==> config.mk <==
export PLATFORM = sky130hd
export DESIGN_NAME = line_row_crossing_finder_flat
export DESIGN_NICKNAME = d
export VERILOG_FILES = /design/src/rtl/lrcf_pkg.sv /design/src/rtl/lrcf_if.sv /design/src/rtl/lrcf_ctrl.sv /design/src/rtl/lrcf_datapath.sv /design/src/rtl/line_row_crossing_finder.sv /design/src/flat_wrapper.sv
export SDC_FILE = /design/constraint.sdc
export NUM_CORES = 1
export LEC_CHECK = 0
export BUFFER_PORTS_ARGS = -buffer_cell sky130_fd_sc_hd__buf_2
export CORE_MARGIN = 2
export CORE_UTILIZATION = 56
export DETAILED_ROUTE_END_ITERATION = 16
export GPL_TIMING_DRIVEN = 1
export PLACE_DENSITY = 0.78
export SYNTH_ARGS = -nofsm -noshare
export SYNTH_HDL_FRONTEND = slang
export SYNTH_SLANG_ARGS = --single-unit
==> constraint.sdc <==
create_clock -name clock -period 6.35 [get_ports clock]
set_input_delay 0 -clock clock [delete_from_list [all_inputs] [get_ports clock]]
set_output_delay 0 -clock clock [all_outputs]
set_load 0.005 [all_outputs]
==> src/rtl/lrcf_pkg.sv <==
// Shared constants and controller/datapath signal groups for the
// line row crossing finder. No dependencies.
`default_nettype none

package lrcf_pkg;

   localparam int COORD_WIDTH_DEFAULT = 12;

   // controller -> datapath
   typedef struct packed {
      logic load;    // capture the request
      logic setup;   // deltas, directions, span, step count
      logic step;    // one DDA step
      logic finish;  // write the result register
   } cmd_type;

   // datapath -> controller
   typedef struct packed {
      logic match;     // current row equals target row
      logic last;      // no steps left after this check
      logic out_busy;  // result register still occupied
   } status_type;

endpackage

`default_nettype wire

==> src/rtl/lrcf_if.sv <==
// Request and response channel interfaces (valid/ready with payload).
// Widths follow COORD_WIDTH, defaulting from lrcf_pkg.
`default_nettype none

interface lrcf_req_if #(parameter int COORD_WIDTH = lrcf_pkg::COORD_WIDTH_DEFAULT);
   logic                          valid;
   logic                          ready;
   logic signed [COORD_WIDTH-1:0] start_x;
   logic signed [COORD_WIDTH-1:0] start_y;
   logic signed [COORD_WIDTH-1:0] end_x;
   logic signed [COORD_WIDTH-1:0] end_y;
   logic signed [COORD_WIDTH-1:0] target_row;

   modport source (output valid, start_x, start_y, end_x, end_y, target_row,
                   input ready);
   modport sink (input valid, start_x, start_y, end_x, end_y, target_row,
                 output ready);
endinterface

interface lrcf_rsp_if #(parameter int COORD_WIDTH = lrcf_pkg::COORD_WIDTH_DEFAULT);
   logic                          valid;
   logic                          ready;
   logic signed [COORD_WIDTH-1:0] crossing_x;
   logic                          found;

   modport source (output valid, crossing_x, found, input ready);
   modport sink (input valid, crossing_x, found, output ready);
endinterface

`default_nettype wire

==> src/rtl/lrcf_ctrl.sv <==
// Sequencing FSM for the line row crossing finder.
// Uses lrcf_pkg command and status groups.
`default_nettype none

module lrcf_ctrl (
   input  wire logic                  clock,
   input  wire logic                  reset,
   input  wire logic                  req_valid,
   output logic                       req_ready,
   input  wire lrcf_pkg::status_type  status,
   output lrcf_pkg::cmd_type          cmd
);
   import lrcf_pkg::*;

   typedef enum logic [1:0] {
      IDLE,
      SETUP,
      WALK,
      HOLD
   } state_type;

   state_type state_ff, state_in;
   logic      done;

   assign done = status.match || status.last;

   always_comb begin
      state_in   = state_ff;
      cmd        = '0;
      req_ready  = 1'b0;
      case (state_ff)
         IDLE: begin
            req_ready = 1'b1;
            if (req_valid) begin
               cmd.load = 1'b1;
               state_in = SETUP;
            end
         end
         SETUP: begin
            cmd.setup = 1'b1;
            state_in  = WALK;
         end
         WALK: begin
            if (done) begin
               if (!status.out_busy) begin
                  cmd.finish = 1'b1;
                  state_in   = IDLE;
               end else begin
                  state_in = HOLD;
               end
            end else begin
               cmd.step = 1'b1;
            end
         end
         HOLD: begin
            // walk is frozen, so match/last are still those of the final check
            if (!status.out_busy) begin
               cmd.finish = 1'b1;
               state_in   = IDLE;
            end
         end
         default: state_in = IDLE;
      endcase
   end

   always_ff @(posedge clock) begin
      if (reset) begin
         state_ff <= IDLE;
      end else begin
         state_ff <= state_in;
      end
   end

endmodule

`default_nettype wire

==> src/rtl/lrcf_datapath.sv <==
// DDA walk datapath and result register for the line row crossing finder.
// Uses lrcf_pkg command and status groups.
`default_nettype none

module lrcf_datapath #(
   parameter int COORD_WIDTH = lrcf_pkg::COORD_WIDTH_DEFAULT
) (
   input  wire logic                          clock,
   input  wire logic                          reset,
   input  wire logic signed [COORD_WIDTH-1:0] start_x,
   input  wire logic signed [COORD_WIDTH-1:0] start_y,
   input  wire logic signed [COORD_WIDTH-1:0] end_x,
   input  wire logic signed [COORD_WIDTH-1:0] end_y,
   input  wire logic signed [COORD_WIDTH-1:0] target_row,
   input  wire lrcf_pkg::cmd_type             cmd,
   output lrcf_pkg::status_type               status,
   output logic signed [COORD_WIDTH-1:0]      crossing_x,
   output logic                               found,
   output logic                               rsp_valid,
   input  wire logic                          rsp_ready
);
   import lrcf_pkg::*;

   localparam int W = COORD_WIDTH;
   localparam logic [W-1:0] ONE   = W'(1);
   localparam logic [W:0]   ONE_X = (W+1)'(1);

   logic signed [W-1:0] col_ff, row_ff, goal_ff, ex_ff, ey_ff;
   logic [W-1:0]        dx_ff, dy_ff, span_ff;
   logic [W:0]          accx_ff, accy_ff;
   logic [W:0]          cnt_ff;
   logic                negx_ff, negy_ff;
   logic                out_valid_ff;
   logic signed [W-1:0] out_x_ff;
   logic                out_found_ff;

   logic [W:0]   diffx, diffy, magx, magy;
   logic [W-1:0] span_in;
   logic [W:0]   sumx, sumy;
   logic         movex, movey;

   // setup: signed differences in W+1 bits, magnitudes fit in W bits
   assign diffx = {ex_ff[W-1], ex_ff} - {col_ff[W-1], col_ff};
   assign diffy = {ey_ff[W-1], ey_ff} - {row_ff[W-1], row_ff};
   assign magx  = diffx[W] ? (~diffx + ONE_X) : diffx;
   assign magy  = diffy[W] ? (~diffy + ONE_X) : diffy;
   assign span_in = (magx[W-1:0] > magy[W-1:0]) ? magx[W-1:0] : magy[W-1:0];

   // walk: an accumulator moves its axis when it strictly passes the span
   assign sumx  = accx_ff + {1'b0, dx_ff};
   assign sumy  = accy_ff + {1'b0, dy_ff};
   assign movex = sumx > {1'b0, span_ff};
   assign movey = sumy > {1'b0, span_ff};

   assign status.match    = (row_ff == goal_ff);
   assign status.last     = (cnt_ff == '0);
   assign status.out_busy = out_valid_ff && !rsp_ready;

   always_ff @(posedge clock) begin
      if (cmd.load) begin
         col_ff  <= start_x;
         row_ff  <= start_y;
         ex_ff   <= end_x;
         ey_ff   <= end_y;
         goal_ff <= target_row;
         accx_ff <= '0;
         accy_ff <= '0;
      end
      if (cmd.setup) begin
         dx_ff   <= magx[W-1:0];
         dy_ff   <= magy[W-1:0];
         negx_ff <= diffx[W];
         negy_ff <= diffy[W];
         span_ff <= span_in;
         cnt_ff  <= {1'b0, span_in} + ONE_X;
      end
      if (cmd.step) begin
         cnt_ff  <= cnt_ff - ONE_X;
         accx_ff <= movex ? (sumx - {1'b0, span_ff}) : sumx;
         accy_ff <= movey ? (sumy - {1'b0, span_ff}) : sumy;
         if (movex) begin
            col_ff <= negx_ff ? (col_ff - ONE) : (col_ff + ONE);
         end
         if (movey) begin
            row_ff <= negy_ff ? (row_ff - ONE) : (row_ff + ONE);
         end
      end
      if (cmd.finish) begin
         out_x_ff     <= status.match ? col_ff : '0;
         out_found_ff <= status.match;
      end
   end

   always_ff @(posedge clock) begin
      if (reset) begin
         out_valid_ff <= 1'b0;
      end else if (cmd.finish) begin
         out_valid_ff <= 1'b1;
      end else if (rsp_ready) begin
         out_valid_ff <= 1'b0;
      end
   end

   assign rsp_valid  = out_valid_ff;
   assign crossing_x = out_x_ff;
   assign found      = out_found_ff;

endmodule

`default_nettype wire

==> src/rtl/line_row_crossing_finder.sv <==
// Line row crossing finder: integer DDA walk of a segment, reporting the
// column at which it first reaches a target row.
//
// Usage:
//   req_bus (sink) carries start_x, start_y, end_x, end_y, target_row; a
//   request is taken when valid and ready are high at a rising edge.
//   rsp_bus (source) carries crossing_x and found, one response per request.
//   found = 0 means the row was never reached, crossing_x is then zero.
// Sequencing (span = max(|end_x - start_x|, |end_y - start_y|)):
//   a setup state, then a walk state that checks the row before each DDA
//   step, at most span + 2 checks; the result register is written when the
//   row matches or no steps are left. Each request occupies the walk until
//   it ends, so the next request is only taken after that, as the datapath
//   has a single step unit.
// Stalls: the response sits in an output register; the next request is
//   taken while it waits, and the walk only holds at its end if the
//   register is still full.
// Reset: synchronous, active high; clears the controller and response valid.
// Depends on lrcf_pkg, lrcf_if, lrcf_ctrl, lrcf_datapath.
`default_nettype none

module line_row_crossing_finder #(
   parameter int COORD_WIDTH = lrcf_pkg::COORD_WIDTH_DEFAULT
) (
   input  wire logic  clock,
   input  wire logic  reset,
   lrcf_req_if.sink   req_bus,
   lrcf_rsp_if.source rsp_bus
);
   import lrcf_pkg::*;

   cmd_type    cmd;
   status_type status;

   lrcf_ctrl u_ctrl (
      .clock     (clock),
      .reset     (reset),
      .req_valid (req_bus.valid),
      .req_ready (req_bus.ready),
      .status    (status),
      .cmd       (cmd)
   );

   lrcf_datapath #(
      .COORD_WIDTH (COORD_WIDTH)
   ) u_datapath (
      .clock      (clock),
      .reset      (reset),
      .start_x    (req_bus.start_x),
      .start_y    (req_bus.start_y),
      .end_x      (req_bus.end_x),
      .end_y      (req_bus.end_y),
      .target_row (req_bus.target_row),
      .cmd        (cmd),
      .status     (status),
      .crossing_x (rsp_bus.crossing_x),
      .found      (rsp_bus.found),
      .rsp_valid  (rsp_bus.valid),
      .rsp_ready  (rsp_bus.ready)
   );

endmodule

`default_nettype wire

==> src/flat_wrapper.sv <==
// flat-port wrapper written by rule: the top's interface ports become plain ports
module line_row_crossing_finder_flat import lrcf_pkg::*;
#(
   parameter int COORD_WIDTH = lrcf_pkg::COORD_WIDTH_DEFAULT
)
  (clock, reset, req_bus_valid, req_bus_start_x, req_bus_start_y, req_bus_end_x, req_bus_end_y, req_bus_target_row, req_bus_ready, rsp_bus_valid, rsp_bus_crossing_x, rsp_bus_found, rsp_bus_ready);
  lrcf_req_if #(.COORD_WIDTH(COORD_WIDTH)) req_bus_i ();
  lrcf_rsp_if #(.COORD_WIDTH(COORD_WIDTH)) rsp_bus_i ();
  input  wire logic clock;
  input  wire logic reset;
  input wire logic [$bits(req_bus_i.valid)-1:0] req_bus_valid;
  input wire logic [$bits(req_bus_i.start_x)-1:0] req_bus_start_x;
  input wire logic [$bits(req_bus_i.start_y)-1:0] req_bus_start_y;
  input wire logic [$bits(req_bus_i.end_x)-1:0] req_bus_end_x;
  input wire logic [$bits(req_bus_i.end_y)-1:0] req_bus_end_y;
  input wire logic [$bits(req_bus_i.target_row)-1:0] req_bus_target_row;
  output wire logic [$bits(req_bus_i.ready)-1:0] req_bus_ready;
  output wire logic [$bits(rsp_bus_i.valid)-1:0] rsp_bus_valid;
  output wire logic [$bits(rsp_bus_i.crossing_x)-1:0] rsp_bus_crossing_x;
  output wire logic [$bits(rsp_bus_i.found)-1:0] rsp_bus_found;
  input wire logic [$bits(rsp_bus_i.ready)-1:0] rsp_bus_ready;
  assign req_bus_i.valid = req_bus_valid;
  assign req_bus_i.start_x = req_bus_start_x;
  assign req_bus_i.start_y = req_bus_start_y;
  assign req_bus_i.end_x = req_bus_end_x;
  assign req_bus_i.end_y = req_bus_end_y;
  assign req_bus_i.target_row = req_bus_target_row;
  assign req_bus_ready = req_bus_i.ready;
  assign rsp_bus_valid = rsp_bus_i.valid;
  assign rsp_bus_crossing_x = rsp_bus_i.crossing_x;
  assign rsp_bus_found = rsp_bus_i.found;
  assign rsp_bus_i.ready = rsp_bus_ready;
  line_row_crossing_finder #(.COORD_WIDTH(COORD_WIDTH)) u_core (.clock(clock), .reset(reset), .req_bus(req_bus_i), .rsp_bus(rsp_bus_i));
endmodule
==> flow_metrics.py, run 1 <==
metrics = {
    "run": {
        "max_cap_viol_count": 0,
    },
    "detailed_routing": {
        "routedWlPerCell_um": 17.7,
        "firstDrtPassIters": 5,
        "wl_met3_um": 1550,
        "drtIter0Drc": 671,
        "wl_met2_um": 14300,
        "drcViolationCount": 0,
        "routed_wl_um": 28900,
        "ant_nets": 0,
        "dr_total_vias": 9389,
        "vias_per_cell": 5.75,
        "met1Wirelength_um": 12300,
        "routed.top_layer": "met4",
    },
    "logic_synthesis": {
        "synthArstFlopShare": 0,
        "synth_top_flop_cell": "edfxtp_1",
        "ys_ff_latch": 153,
        "syn_nets": 1367,
        "synthCells": 1188,
        "ys_types": 82,
        "synth_edf_count": 126,
        "yosysWarnings": 0,
        "netlist_area_um2": 11500,
        "avgSynthCellArea_um2": 9.65,
        "yosysSeqAreaShare": 0.377,
    },
    "clock_network": {
        "root_buffer": "clkbuf_16",
        "cts_max_level": 4,
        "cts.path.max_buffers": 2,
        "path_clk_slew_ns": 0.07,
        "numCtsBuffers": 17,
        "clk_latency_ns": 0.44,
        "cts_tree": "yes",
        "cts.sinks": 153,
    },
    "layout": {
        "layout_common_cells": "nor2_1, edfxtp_1, ha_1",
        "synthToLayoutAreaGrowth_pct": 18.9,
        "final_common_cell": "nor2_1",
        "nets": 1529,
        "diodes": 0,
        "fillerInstances": 1507,
        "finish.utilization": 0.676,
        "drive_above_1_share": 0.147,
    },
    "critical_path": {
        "worst_path_max_delay_cell": "xor2_1",
        "cp_data_required_time_ns": 6.50,
        "arrival_ns": 6.19,
        "worstSetupPathType": "flip-flop to flip-flop",
        "cp-start-kind": "flip-flop",
        "cp_max_fo": 12,
        "critical-path-max-stage-delay_ns": 0.44,
        "endpoint_kind": "flip-flop",
        "crit_top_cell": "a21oi_1",
    },
    "placed_design": {
        "dp_hpwl_um": 20700,
        "routabilityCongestion": 0.941,
        "numPortBuffers": 78,
        "dpl_worst_slack_ns": 0.130,
    },
    "sta": {
        "setup_viol": 0,
        "period_share": 0.951,
        "fin_crit_ns": 6.04,
        "finalHoldViolCount": 0,
        "whs_ns": 0.181,
        "max_slew_margin": 0.251,
        "skew_ns": 0.0129,
        "fin_ws_ns": 0.310,
        "tightest_slew_ns": 1.12,
        "timing.fmax_ghz": 0.166,
        "final_max_slew_viol_count": 0,
    },
    "die": {
        "chipHeight_um": 147,
        "dieWidth_um": 147,
        "std_cell_rows": 52,
        "die-area_um2": 21600,
        "core_um2": 20200,
        "io-pin-count": 79,
        "start_util": 0.568,
    },
    "worst_hold_path": {
        "min_path_type": "primary input to flip-flop",
    },
    "global_routing": {
        "grt_pass1_vias": 9243,
        "grt_max_degree": 82,
        "grt.overflow.total": 0,
        "grt_pass1_wl_um": 46500,
        "antenna_found_initial": 0,
        "track_usage": 0.272,
    },
    "run_status": {
        "status": "complete, no violations",
    },
}
-- kinds of logic (layout without fill, tap and decap cells) --
kind of cell,count (synthesis),count (layout),share of synthesized area
adders and majority gates,115,115,0.131
muxes,40,40,0.0372
and+or+nand+nor,354,354,0.151
buffers and inverters,120,295,0.0413
AOI/OAI and AO/OA,280,280,0.163
DFF,153,153,0.377
xor gates and xnor gates,126,126,0.0995
-- Yosys cell counts (all sizes together), types with 5 or more instances --
master	count	area [um2]
o21ai	51	255
a31oi	8	50.1
mux2i	31	310
mux2	9	116
or2	7	43.8
nand2b	12	77.6
o21a	16	128
and2	8	52.6
o211ai	5	37.5
nor3	32	165
ha	107	1340
a21oi	90	484
a21o	30	225
nor2	133	517
edfxtp	126	3780
o22ai	5	31.3
nor3b	5	42.5
a211oi	15	113
inv	95	357
o21bai	17	128
xnor2	85	744
dfxtp	27	541
nor4	16	100
buf	17	86.3
xor2	40	373
fa	8	160
clkbuf	8	30.0
nand4	16	100
nand3	17	85.1
nand2	58	218
or3	14	87.6
a21boi	7	52.6
and3	6	37.5
nor2b	21	131
-- worst paths after layout --
check | from | to | slack, ns | depth (start not counted)
setup / recovery | u_core.u_datapath.col_ff[7] | u_core.u_datapath.cnt_ff[10] | 0.31 | 28
hold / removal | req_bus_valid | u_core.u_datapath.col_ff[0] | 0.18 | 4
setup reg to reg | u_core.u_datapath.col_ff[7] | u_core.u_datapath.cnt_ff[10] | 0.31 | 28
hold reg to reg | u_core.u_datapath.col_ff[11] | u_core.u_datapath.col_ff[11] | 0.55 | 2
-- flip-flops by register name, summed over array words and instances, names as in the netlist --
register / cells
u_core.u_datapath.negx_ff: 1
u_core.u_ctrl.state_ff: 2
u_core.u_datapath.accx_ff: 13
u_core.u_datapath.ex_ff: 12
u_core.u_datapath.found: 1
u_core.u_datapath.crossing_x: 12
u_core.u_datapath.ey_ff: 12
u_core.u_datapath.row_ff: 12
u_core.u_datapath.col_ff: 12
u_core.u_datapath.goal_ff: 12
u_core.u_datapath.dx_ff: 12
u_core.u_datapath.rsp_valid: 1
u_core.u_datapath.span_ff: 12
u_core.u_datapath.cnt_ff: 13
u_core.u_datapath.accy_ff: 13
u_core.u_datapath.negy_ff: 1
u_core.u_datapath.dy_ff: 12
-- cell type report --
class	count	area (um2)	share of cell area
Inverter	95	357	0.0262
Sequential cell	153	4330	0.317
Multi-Input combinational cell	915	6790	0.498
Clock inverter	13	115	0.00845
Tap cell	270	338	0.0248
Timing Repair Buffer	168	1230	0.0901
Clock buffer	19	475	0.0349
-- stage by stage --
stage               TNS (ns)  cells  instance area, um2
global route         -0.0386   1633               13600
finish                     0   1633               13600
global placement           0   1535               12300
CTS                        0   1630               13500
floorplan                  0   1188               11500
detailed placement         0   1535               12300
-- timing repair --
item / CTS / global route
hold buffers: 63 / 0
resized for setup: 0 / 29
buffers inserted: 0 / 3
hold endpoints to repair: 63 / 0
setup endpoints to repair: 0 / 5
-- critical path: cells and delay by family, from the launching register on --
kind                       cells  cell delay (ns)
DFF                            1             0.34
xor gates and xnor gates       2             0.58
buffers and inverters          2             0.31
muxes                          1             0.17
adders and majority gates      3             0.84
and+or+nand+nor                7             1.09
AOI/OAI and AO/OA             13             2.42
-- routing by layer --
layer | up-vias | GRT usage
met5 | - | 0
met4 | 0 | 0.0889
met3 | 54 | 0.0404
met2 | 326 | 0.474
met1 | 4371 | 0.349
li1 | 4638 | -
Power of run 1 is not shown: default switching activity piles up to over one toggle a cycle in this logic, so the estimate is an artifact.
==> inputs of run 2 (changes only) <==
--- a/config.mk
+++ b/config.mk
@@ -11,6 +11,7 @@
 export DETAILED_ROUTE_END_ITERATION = 16
 export GPL_TIMING_DRIVEN = 1
 export PLACE_DENSITY = 0.78
+export RECOVER_POWER = 50
 export SYNTH_ARGS = -nofsm -noshare
 export SYNTH_HDL_FRONTEND = slang
 export SYNTH_SLANG_ARGS = --single-unit
==> run 2 against run 1 <==
Against the previous run: the flow now finishes with violations (max-capacitance violations, max-slew violations); via count is 0.29% lower; sequential cell count stayed put; die area stayed put; fmax is 0.22% higher; cell area is 0.22% lower; setup slack better by 0.013 ns; critical path depth is 1 lower; utilization is 0.15 points lower; routed wire length hardly changed.
==> flow_metrics.py, run 2 (synthesis results as in run 1) <==
metrics = {
    "run_status": {
        "status": "complete, but fails checks",
        "violations": "max-capacitance violations, max-slew violations",
    },
    "critical_path": {
        "crit_family": "compound AO/OA/AOI/OAI gates",
        "arrival_ns": 6.18,
        "cp_num_cells": 27,
        "worstSetupPathType": "flip-flop to flip-flop",
        "endpoint_kind": "flip-flop",
        "critical-path-max-stage-delay_ns": 0.37,
        "rr_worst_depth": 27,
        "cp_data_required_time_ns": 6.50,
        "cp-start-kind": "flip-flop",
        "cp_max_fo": 12,
        "path_buf_inv": 2,
        "worst_path_max_delay_cell": "fa_2",
    },
    "detailed_routing": {
        "met1Wirelength_um": 12300,
        "wl_met2_um": 14300,
        "vias_per_cell": 5.73,
        "wl_met3_um": 1580,
        "drtIter0Drc": 753,
        "routed.top_layer": "met4",
        "firstDrtPassIters": 5,
        "dr_total_vias": 9362,
        "routed_wl_um": 28900,
        "routedWlPerCell_um": 17.7,
        "drcViolationCount": 0,
        "ant_nets": 0,
    },
    "layout": {
        "nets": 1529,
        "final_common_cell": "nor2_1",
        "instances_no_fill": 1633,
        "top_regs": "u_core.u_datapath.accx_ff: 13 flops, u_core.u_datapath.accy_ff: 13 flops, u_core.u_datapath.cnt_ff: 13 flops",
        "synthToLayoutAreaGrowth_pct": 18.6,
        "layout_common_cells": "nor2_1, edfxtp_1, ha_1",
        "drive_above_1_share": 0.134,
        "fillerInstances": 1520,
        "diodes": 0,
    },
    "sta": {
        "final_max_slew_viol_count": 121,
        "finalHoldViolCount": 0,
        "period_share": 0.949,
        "tightest_slew_ns": 3.80,
        "max_slew_margin": -1.53,
        "finalSetupTns_ns": 0,
        "fin_crit_ns": 6.03,
        "timing.fmax_ghz": 0.166,
        "whs_ns": 0.164,
        "setup_viol": 0,
        "skew_ns": 0.0113,
    },
    "die": {
        "die-area_um2": 21600,
        "dieWidth_um": 147,
        "std_cell_rows": 52,
        "io-pin-count": 79,
        "chipHeight_um": 147,
        "start_util": 0.568,
        "core_um2": 20200,
    },
    "placed_design": {
        "routabilityCongestion": 0.941,
        "numPortBuffers": 78,
        "dp_hpwl_um": 20700,
        "dp.cells": 1535,
    },
    "clock_network": {
        "cts_max_level": 4,
        "numCtsBuffers": 17,
        "cts.path.max_buffers": 2,
        "cts_tree": "yes",
        "path_clk_slew_ns": 0.07,
        "clk_latency_ns": 0.43,
        "root_buffer": "clkbuf_16",
        "cts.sinks": 153,
    },
    "global_routing": {
        "antenna_found_initial": 0,
        "grt_max_degree": 82,
        "track_usage": 0.272,
        "grt.overflow.total": 0,
        "grt_pass1_vias": 9243,
        "grt_pass1_wl_um": 46500,
    },
    "run": {
        "max_cap_viol_count": 2,
    },
    "worst_hold_path": {
        "hold-path-cell-count": 4,
        "min_path_type": "primary input to flip-flop",
    },
}
-- run 2: cell types whose count changed in the layout (fill, tap and decap cells not counted) --
cell	previous run	this run
buf_2	78	61
buf_4	26	25
clkbuf_1	0	16
clkbuf_2	0	2
clkinv_1	0	1
inv_2	1	0
nor2b_1	19	20
nor2b_4	1	0
-- run 2: repair_timing --
item                                    in CTS  in global routing
endpoints found under the setup margin       0                  5
setup buffers                                0                  3
hold buffers                                63                  0
resized for setup                            0                 29
hold endpoints to repair                    63                  0
-- run 2: final timing paths --
kind	slack, ns	to	start
worst min-delay path	0.16	u_core.u_datapath.row_ff[0]	req_bus_valid
worst min register to register	0.56	u_core.u_datapath.col_ff[11]	u_core.u_datapath.col_ff[11]
worst max register to register	0.32	u_core.u_datapath.cnt_ff[10]	u_core.u_datapath.col_ff[0]
worst max-delay path	0.32	u_core.u_datapath.cnt_ff[10]	u_core.u_datapath.col_ff[0]
-- run 2: routing by layer --
metal,up-vias,track usage
met1,4356,0.349
met2,317,0.474
met3,54,0.0404
met4,0,0.0889
li1,4635,-
met5,-,0
-- run 2: layout make-up --
type	count	area (um2)	area share
flip-flops and latches	153	4330	0.318
clock inverters	13	115	0.00846
multi-input cells	915	6780	0.499
clock buffers	19	475	0.0350
repair buffers	168	1200	0.0886
well taps	270	338	0.0248
inverters	95	357	0.0262
-- run 2: worst min-delay path, stage by stage --
cell,delay [ns]
buf_2,0.07
nand2_1,0.21
nand3_1,0.17
o211ai_1,0.08
-- run 2: metrics by stage --
stage	area, um2	utilization	setup WS, ns
floorplan	11500	-	0.376
global placement	12300	0.608	0.270
detailed placement	12300	0.608	0.130
CTS	13500	0.669	0.0954
global route	13600	0.674	-0.0387
finish	13600	0.674	0.323
Power of run 2 is left out for the same reason.
==> inputs of run 3 (changes only) <==
--- a/config.mk
+++ b/config.mk
@@ -12,6 +12,7 @@
 export GPL_TIMING_DRIVEN = 1
 export PLACE_DENSITY = 0.78
 export RECOVER_POWER = 50
+export REMOVE_ABC_BUFFERS = 1
 export SYNTH_ARGS = -nofsm -noshare
 export SYNTH_HDL_FRONTEND = slang
 export SYNTH_SLANG_ARGS = --single-unit
==> run 3 against run 2 <==
Against the previous run: the flow still finishes with violations (max-capacitance violations, max-slew violations); final cell count increased by 0.80%; cell area is 1.2% higher; hold slack lost 0.021 ns; global-route usage down 1.1 points; clock skew hardly changed; fmax down 0.24%; register-to-register slack about the same; critical path type unchanged; highest routed layer unchanged.
==> flow_metrics.py, run 3 (synthesis results as in run 1) <==
metrics = {
    "clock_network": {
        "cts.path.max_buffers": 2,
        "cts_tree": "yes",
        "cts.sinks": 153,
        "clk_latency_ns": 0.43,
        "root_buffer": "clkbuf_16",
        "path_clk_slew_ns": 0.06,
        "numCtsBuffers": 17,
        "cts_max_level": 4,
    },
    "placed_design": {
        "placed_area_um2": 12300,
        "routabilityCongestion": 0.965,
        "numPortBuffers": 78,
        "dp_hpwl_um": 19600,
        "dpl_worst_slack_ns": 0.0533,
    },
    "critical_path": {
        "cp_max_fo": 14,
        "endpoint": "u_core.u_datapath.cnt_ff[10]",
        "rr_worst_depth": 30,
        "arrival_ns": 6.20,
        "cp-start-kind": "flip-flop",
        "critPathLaunch": "u_core.u_datapath.ey_ff[0]",
        "cp_data_required_time_ns": 6.50,
        "reg2reg_to": "u_core.u_datapath.cnt_ff[10]",
        "r2r-start": "u_core.u_datapath.ey_ff[0]",
        "worstSetupPathType": "flip-flop to flip-flop",
        "endpoint_kind": "flip-flop",
        "critical-path-max-stage-delay_ns": 0.48,
        "worst_path_max_delay_cell": "fa_1",
        "reg2reg_setup_slack_ns": 0.31,
    },
    "sta": {
        "period_share": 0.951,
        "max_slew_margin": -1.53,
        "final_max_slew_viol_count": 121,
        "fin_crit_ns": 6.04,
        "timing.fmax_ghz": 0.166,
        "tightest_slew_ns": 3.80,
        "setup_viol": 0,
        "fin_ws_ns": 0.309,
        "skew_ns": 0.0111,
        "finalHoldViolCount": 0,
    },
    "die": {
        "start_util": 0.568,
        "die-area_um2": 21600,
        "std_cell_rows": 52,
        "dieWidth_um": 147,
        "io-pin-count": 79,
        "core_um2": 20200,
        "chipHeight_um": 147,
    },
    "detailed_routing": {
        "routed_wl_um": 28200,
        "routedWlPerCell_um": 17.1,
        "dr_total_vias": 9441,
        "firstDrtPassIters": 5,
        "vias_per_cell": 5.74,
        "drcViolationCount": 0,
        "drtIter0Drc": 582,
        "ant_nets": 0,
    },
    "layout": {
        "top_regs": "u_core.u_datapath.accx_ff: 13 flops, u_core.u_datapath.accy_ff: 13 flops, u_core.u_datapath.cnt_ff: 13 flops",
        "final_common_cell": "nor2_1",
        "nets": 1542,
        "fillerInstances": 1520,
        "layout_common_cells": "nor2_1, edfxtp_1, ha_1",
        "drive_above_1_share": 0.150,
        "synthToLayoutAreaGrowth_pct": 20.0,
        "diodes": 0,
        "finish.utilization": 0.682,
        "final_area_um2": 13800,
    },
    "global_routing": {
        "grt_pass1_vias": 9327,
        "grt_pass1_wl_um": 45300,
        "antenna_found_initial": 0,
        "grt_max_degree": 82,
        "grt.overflow.total": 0,
        "track_usage": 0.261,
    },
    "worst_hold_path": {
        "min_path_type": "primary input to flip-flop",
    },
    "run_status": {
        "violations": "max-capacitance violations, max-slew violations",
        "status": "complete, but fails checks",
    },
    "run": {
        "max_cap_viol_count": 2,
    },
}
==> run 3: area by class of cell <==
cell class | count | area (um2) | share of cell area
clock inverter | 11 | 146 | 0.0106
clock buffer | 21 | 460 | 0.0335
sequential | 153 | 4330 | 0.314
multi-input combinational | 915 | 6820 | 0.496
tap | 270 | 338 | 0.0245
inverter | 95 | 357 | 0.0259
timing repair buffer | 181 | 1310 | 0.0953
==> run 3: worst max-delay path: cells and delay by family (launching register included) <==
| family | cells | cell delay, ns |
|---|---|---|
| AO/OA/AOI/OAI | 10 | 1.80 |
| XOR/XNOR | 3 | 0.59 |
| adder cells (fa/ha/maj) | 4 | 1.21 |
| buffers and inverters | 4 | 0.49 |
| flip-flops | 1 | 0.32 |
| multiplexers | 1 | 0.17 |
| AND/OR/NAND/NOR | 8 | 1.18 |
==> run 3: metal layers <==
metal	track usage	wire length (um)
met2	0.455	14200
met3	0.0438	1130
met4	0.0827	620
met1	0.333	12200
met5	0	0
==> run 3: per-stage QoR <==
step | TNS, ns | hold slack, ns | instances
CTS | 0 | 0.152 | 1637
floorplan | 0 | 0.0724 | 1163
global placement | 0 | 0.176 | 1542
finish | 0 | 0.143 | 1646
detailed placement | 0 | 0.178 | 1542
global route | -0.0240 | 0.171 | 1646
==> run 3: worst min-delay path by stage <==
stage / end / cells after the start / start / slack (ns)
global route: u_core.u_datapath.col_ff[0] / 4 / req_bus_valid / 0.17
floorplan: u_core.u_ctrl.state_ff[0] / 1 / reset / 0.07
detailed placement: u_core.u_datapath.goal_ff[9] / 1 / req_bus_target_row[9] / 0.18
CTS: u_core.u_datapath.col_ff[0] / 4 / req_bus_valid / 0.15
finish: u_core.u_datapath.col_ff[0] / 4 / req_bus_valid / 0.14
global placement: u_core.u_datapath.ey_ff[11] / 1 / req_bus_end_y[11] / 0.18
==> run 3: repair_timing <==
action	4_1_cts	5_1_grt
gates resized for setup	1	34
setup endpoints to repair	1	5
hold endpoints to repair	63	0
hold buffers	63	0
setup buffers	0	8
pin swaps	0	10
cloned	0	1
Power of run 3 is left out for the same reason.
